`config.mk`:
```
export PLATFORM = sky130hd
export DESIGN_NAME = mpbm_res_fifo
export DESIGN_NICKNAME = d
export VERILOG_FILES = /design/src/hdl/mpbm_pkg.sv /design/src/hdl/mpbm_res_fifo.sv
export SDC_FILE = /design/constraint.sdc
export NUM_CORES = 1
export LEC_CHECK = 0
export BUFFER_PORTS_ARGS = -buffer_cell sky130_fd_sc_hd__clkbuf_2
export CAP_MARGIN = 20
export CORE_MARGIN = 1.5
export CORE_UTILIZATION = 58
export DETAILED_ROUTE_END_ITERATION = 16
export HOLD_SLACK_MARGIN = 0.15
export PLACE_DENSITY = 0.89
export SLEW_MARGIN = 40
export SYNTH_ARGS = -nofsm -noshare
export SYNTH_HDL_FRONTEND = slang
export SYNTH_SLANG_ARGS = --single-unit
```
`constraint.sdc`:
```
create_clock -name clk -period 2.62 [get_ports clk]
set_clock_uncertainty 0.1 [all_clocks]
set_input_delay 0.262 -clock clk [delete_from_list [all_inputs] [get_ports clk]]
set_output_delay 0.262 -clock clk [all_outputs]
set_load 0.01 [all_outputs]
```
`src/hdl/mpbm_pkg.sv`:
```
`timescale 1ns / 1ps
// shared types and constants for the multi-pattern byte matcher
package mpbm_pkg;

	localparam int NODE_COUNT = 1024;
	localparam int SIG_COUNT  = 16;
	localparam int ALPHABET   = 256;

	localparam int NODE_W    = 10;
	localparam int BYTE_W    = 8;
	localparam int SIG_W     = 4;
	localparam int GOTO_AW   = NODE_W + BYTE_W;
	localparam int GOTO_DEPTH = NODE_COUNT * ALPHABET;

	localparam int RES_DEPTH = 4;
	localparam int RES_PW    = $clog2(RES_DEPTH);
	localparam int RES_CW    = $clog2(RES_DEPTH + 1);

	localparam logic [1:0] FN_LOAD_GOTO = 2'd0;
	localparam logic [1:0] FN_LOAD_OUT  = 2'd1;
	localparam logic [1:0] FN_BYTE      = 2'd2;

	typedef struct packed {
		logic [1:0]        func;
		logic [NODE_W-1:0] node;
		logic [BYTE_W-1:0] byte_value;
		logic [NODE_W-1:0] next_node;
		logic              sig_present;
		logic [SIG_W-1:0]  sig_value;
		logic              last_byte;
	} cmd_t;

	typedef struct packed {
		logic             matched;
		logic [SIG_W-1:0] match_sig;
	} res_t;

	typedef struct packed {
		logic             present;
		logic [SIG_W-1:0] sig;
	} node_out_t;

endpackage

```
`src/hdl/mpbm_res_fifo.sv`:
```
`timescale 1ns / 1ps
// result queue between the match pipeline and the result channel
module mpbm_res_fifo (
	input  logic                       clk,
	input  logic                       arst_n,
	input  logic                       push,
	input  mpbm_pkg::res_t             push_item,
	output logic                       valid,
	input  logic                       stall,
	output mpbm_pkg::res_t             item,
	output logic [mpbm_pkg::RES_CW-1:0] count
);

	mpbm_pkg::res_t                slot_q [mpbm_pkg::RES_DEPTH];
	logic [mpbm_pkg::RES_PW-1:0]   wr_ptr_q;
	logic [mpbm_pkg::RES_PW-1:0]   rd_ptr_q;
	logic [mpbm_pkg::RES_CW-1:0]   count_q;
	logic                          pop;

	assign valid = (count_q != '0);
	assign item  = slot_q[rd_ptr_q];
	assign count = count_q;
	assign pop   = valid && !stall;

	always_ff @(posedge clk) begin
		if (push) begin
			slot_q[wr_ptr_q] <= push_item;
		end
	end

	always_ff @(posedge clk or negedge arst_n) begin
		if (!arst_n) begin
			wr_ptr_q <= '0;
			rd_ptr_q <= '0;
			count_q  <= '0;
		end else begin
			if (push) begin
				wr_ptr_q <= wr_ptr_q + 1'b1;
			end
			if (pop) begin
				rd_ptr_q <= rd_ptr_q + 1'b1;
			end
			case ({push, pop})
				2'b10:   count_q <= count_q + 1'b1;
				2'b01:   count_q <= count_q - 1'b1;
				default: count_q <= count_q;
			endcase
		end
	end

endmodule

```
==> out/qor.json <==
{
  "post_synth_edffs": {"value": 20},
  "ys.warnings.count": {"value": 0},
  "initialDrtViolationCount": {"value": 12},
  "cts.clk_slew.worst_paths": {"value": 0.14, "unit": "ns"},
  "period_minus_slack": {"value": 2.02, "unit": "ns"},
  "required": {"value": 2.26, "unit": "ns"},
  "synth.cell_area": {"value": 1140, "unit": "um2"},
  "number_of_register_bits_inferred_by_synthesis": {"value": 27},
  "synth.net_count": {"value": 79},
  "grt_most_used_layer": {"value": "met2"},
  "dominantRegCellSynth": {"value": "sky130_fd_sc_hd__edfxtp_1"},
  "cts-root-buf": {"value": "sky130_fd_sc_hd__clkbuf_4"},
  "grt_antenna_before_repair": {"value": 0},
  "seq_area_frac_synth": {"value": 0.681},
  "die_h": {"value": 47.3, "unit": "um"},
  "hold_path_class": {"value": "input port to async pin"},
  "worst-setup-path-type": {"value": "register to primary output"},
  "finish.net_count": {"value": 107},
  "routabilityCongestion": {"value": 0.632},
  "grt_use_met1": {"value": 0.237},
  "max-cap-violations": {"value": 0},
  "num_antenna_cells": {"value": 0},
  "grtUsageMet2": {"value": 0.332},
  "via_count": {"value": 613},
  "final_common_cell": {"value": "sky130_fd_sc_hd__edfxtp_1"},
  "drc_errors": {"value": 0},
  "chipWidth": {"value": 47.3, "unit": "um"},
  "floorplan.initialDensity": {"value": 0.639},
  "core_rows": {"value": 15},
  "sequential_cell_area": {"value": 776, "unit": "um2"},
  "synth.lib_cells_used.distinct": {"value": 17},
  "detailedPlacementHpwl": {"value": 1270, "unit": "um"},
  "power_density": {"value": 978, "unit": "nW/um2"},
  "finalHoldViolCount": {"value": 0},
  "clock_path_buffers": {"value": 2},
  "portBuffers": {"value": 17},
  "share_of_flip_flops_with_an_asynchronous_set_or_reset": {"value": 0.259},
  "area_growth": {"value": 18.2, "unit": "%"},
  "cts.repair.resized": {"value": 0},
  "postSynthCellCount": {"value": 64},
  "drt-wirelength-per-cell": {"value": 16.1, "unit": "um"},
  "via_count_of_the_first_global_routing_pass": {"value": 602},
  "multiInputGateArea": {"value": 322, "unit": "um2"},
  "postSynthAreaPerCell": {"value": 17.8, "unit": "um2"},
  "antenna_left": {"value": 0},
  "first_pass_iters": {"value": 3},
  "finalMaxSlewViolations": {"value": 0},
  "most-common-layout-cells": {"value": "sky130_fd_sc_hd__edfxtp_1 (20), sky130_fd_sc_hd__clkbuf_2 (17), sky130_fd_sc_hd__dlygate4sd3_1 (8)"},
  "maximum_number_of_pins_on_one_net_before_global_route_repair": {"value": 15},
  "grt_use_total": {"value": 0.200},
  "drive_above_1_share": {"value": 0.297},
  "cts_tree": {"value": "done"},
  "crit_arrival": {"value": 1.65, "unit": "ns"},
  "power_leakage": {"value": 0.548, "unit": "nW"},
  "floorplan.io_pins": {"value": 18},
  "placeableCoreArea": {"value": 1780, "unit": "um2"},
  "timing.slew.headroom": {"value": 0.722},
  "setup_repair_after_global_routing_missed_its_margin": {"value": "no"},
  "hold_worst_slack": {"value": 0.203, "unit": "ns"},
  "setup_viol_count_final": {"value": 0},
  "total_power_after_layout": {"value": 1.32, "unit": "mW"},
  "routed_vias_inst": {"value": 5.28},
  "met3_usage": {"value": 0.0346},
  "cts_htree_levels": {"value": 1},
  "crit_path_start_kind": {"value": "register"},
  "numCtsBuffers": {"value": 3},
  "drt-total-wl": {"value": 1860, "unit": "um"},
  "die_area": {"value": 2240, "unit": "um2"},
  "timing_worst_slew_pin_value": {"value": 0.418, "unit": "ns"},
  "period_share": {"value": 0.770},
  "vdd.ir_drop.worst": {"value": 0.595, "unit": "mV"},
  "crit_path_max_fanout": {"value": 7},
  "number_of_sinks_handled_by_clock_tree_synthesis": {"value": 27},
  "timing.critical_path.to_type": {"value": "primary output"},
  "clkLatencyLatePin": {"value": 0.32, "unit": "ns"},
  "fillerInstances": {"value": 116},
  "clock.fmax": {"value": 496, "unit": "MHz"},
  "grt_remaining_overflow": {"value": 0},
  "setup_total_negative_slack": {"value": 0, "unit": "ns"},
  "status": {"value": "completed"},
  "first_pass_grt_wire_length": {"value": 2780, "unit": "um"}
}
[path summary, 6_finish.rpt]
path,from,endpoint,depth (start not counted),slack (ns)
max in group asynchronous,arst_n,wr_ptr_q[1]$_DFFE_PN0P_,2,2.03
worst min-delay path,arst_n,rd_ptr_q[1]$_DFFE_PN0P_,2,0.20
min in group clk,count[2]$_DFFE_PN0P_,count[2]$_DFFE_PN0P_,1,0.45
worst min register to register,count[2]$_DFFE_PN0P_,count[2]$_DFFE_PN0P_,1,0.45
worst max-delay path,rd_ptr_q[0]$_DFFE_PN0P_,item[1],2,0.60
worst max register to register,count[0]$_DFFE_PN0P_,count[2]$_DFFE_PN0P_,8,0.67
[worst max-delay path, cell delays in order, from the launching register on]
cell and delay (ns):
sky130_fd_sc_hd__dfrtp_1 0.62, sky130_fd_sc_hd__mux4_2 0.56, sky130_fd_sc_hd__clkbuf_2 0.14
[Yosys cell counts, types with 2 or more instances]
| cell | instances | area [um2] |
|---|---|---|
| sky130_fd_sc_hd__mux4_2 | 5 | 113 |
| sky130_fd_sc_hd__dfrtp_1 | 7 | 175 |
| sky130_fd_sc_hd__edfxtp_1 | 20 | 601 |
| sky130_fd_sc_hd__and2_1 | 4 | 25.0 |
| sky130_fd_sc_hd__xor2_1 | 5 | 43.8 |
| sky130_fd_sc_hd__ha_1 | 5 | 62.6 |
| sky130_fd_sc_hd__inv_1 | 7 | 26.3 |
| sky130_fd_sc_hd__nor2_1 | 2 | 7.51 |
[metal layers]
layer / share of wire / wire [um]
met3: 0.018 / 33
met2: 0.55 / 1030
met4: 0.023 / 42
met1: 0.41 / 756
met5: 0 / 0
[kinds of logic (layout without fill, tap and decap cells)]
kind of cell | after synthesis | in the layout | synth area share
AO/OA/AOI/OAI | 1 | 1 | 0.00439
buffers and inverters | 9 | 36 | 0.0363
AND/OR/NAND/NOR | 9 | 9 | 0.0516
XOR/XNOR | 6 | 6 | 0.0462
multiplexers | 6 | 6 | 0.108
adder cells (fa/ha/maj) | 6 | 6 | 0.0725
flip-flops | 27 | 27 | 0.681
[metrics by stage]
stage,setup WS (ns),instances,area (um2),utilization
floorplan,0.796,64,1140,-
global placement,0.816,104,1240,0.695
detailed placement,0.699,104,1240,0.695
CTS,0.616,115,1340,0.749
global route,0.515,116,1350,0.755
finish,0.604,116,1350,0.755
[what timing repair did]
action	CTS	global route
hold buffers	7	1
endpoints found under the hold margin	29	1
setup buffers	0	0
[where the power goes]
part           switching (mW)  total (mW)  internal [mW]
registers               0.108       0.689          0.581
logic                   0.223       0.454          0.231
clock network           0.114       0.174         0.0596
total                   0.445        1.32          0.872
[registers in the layout, indices dropped and copies added, names as in the netlist]
| name | cells |
|---|---|
| slot_q | 20 |
| count | 3 |
| rd_ptr_q | 2 |
| wr_ptr_q | 2 |
[area by class of cell]
type | count | share of cell area
Clock buffer | 4 | 0.0195
Inverter | 7 | 0.0195
Multi-Input combinational cell | 28 | 0.239
Sequential cell | 27 | 0.576
Tap cell | 25 | 0.0232
Timing Repair Buffer | 25 | 0.123
No activity file was read; power rests on OpenSTA's default activity.
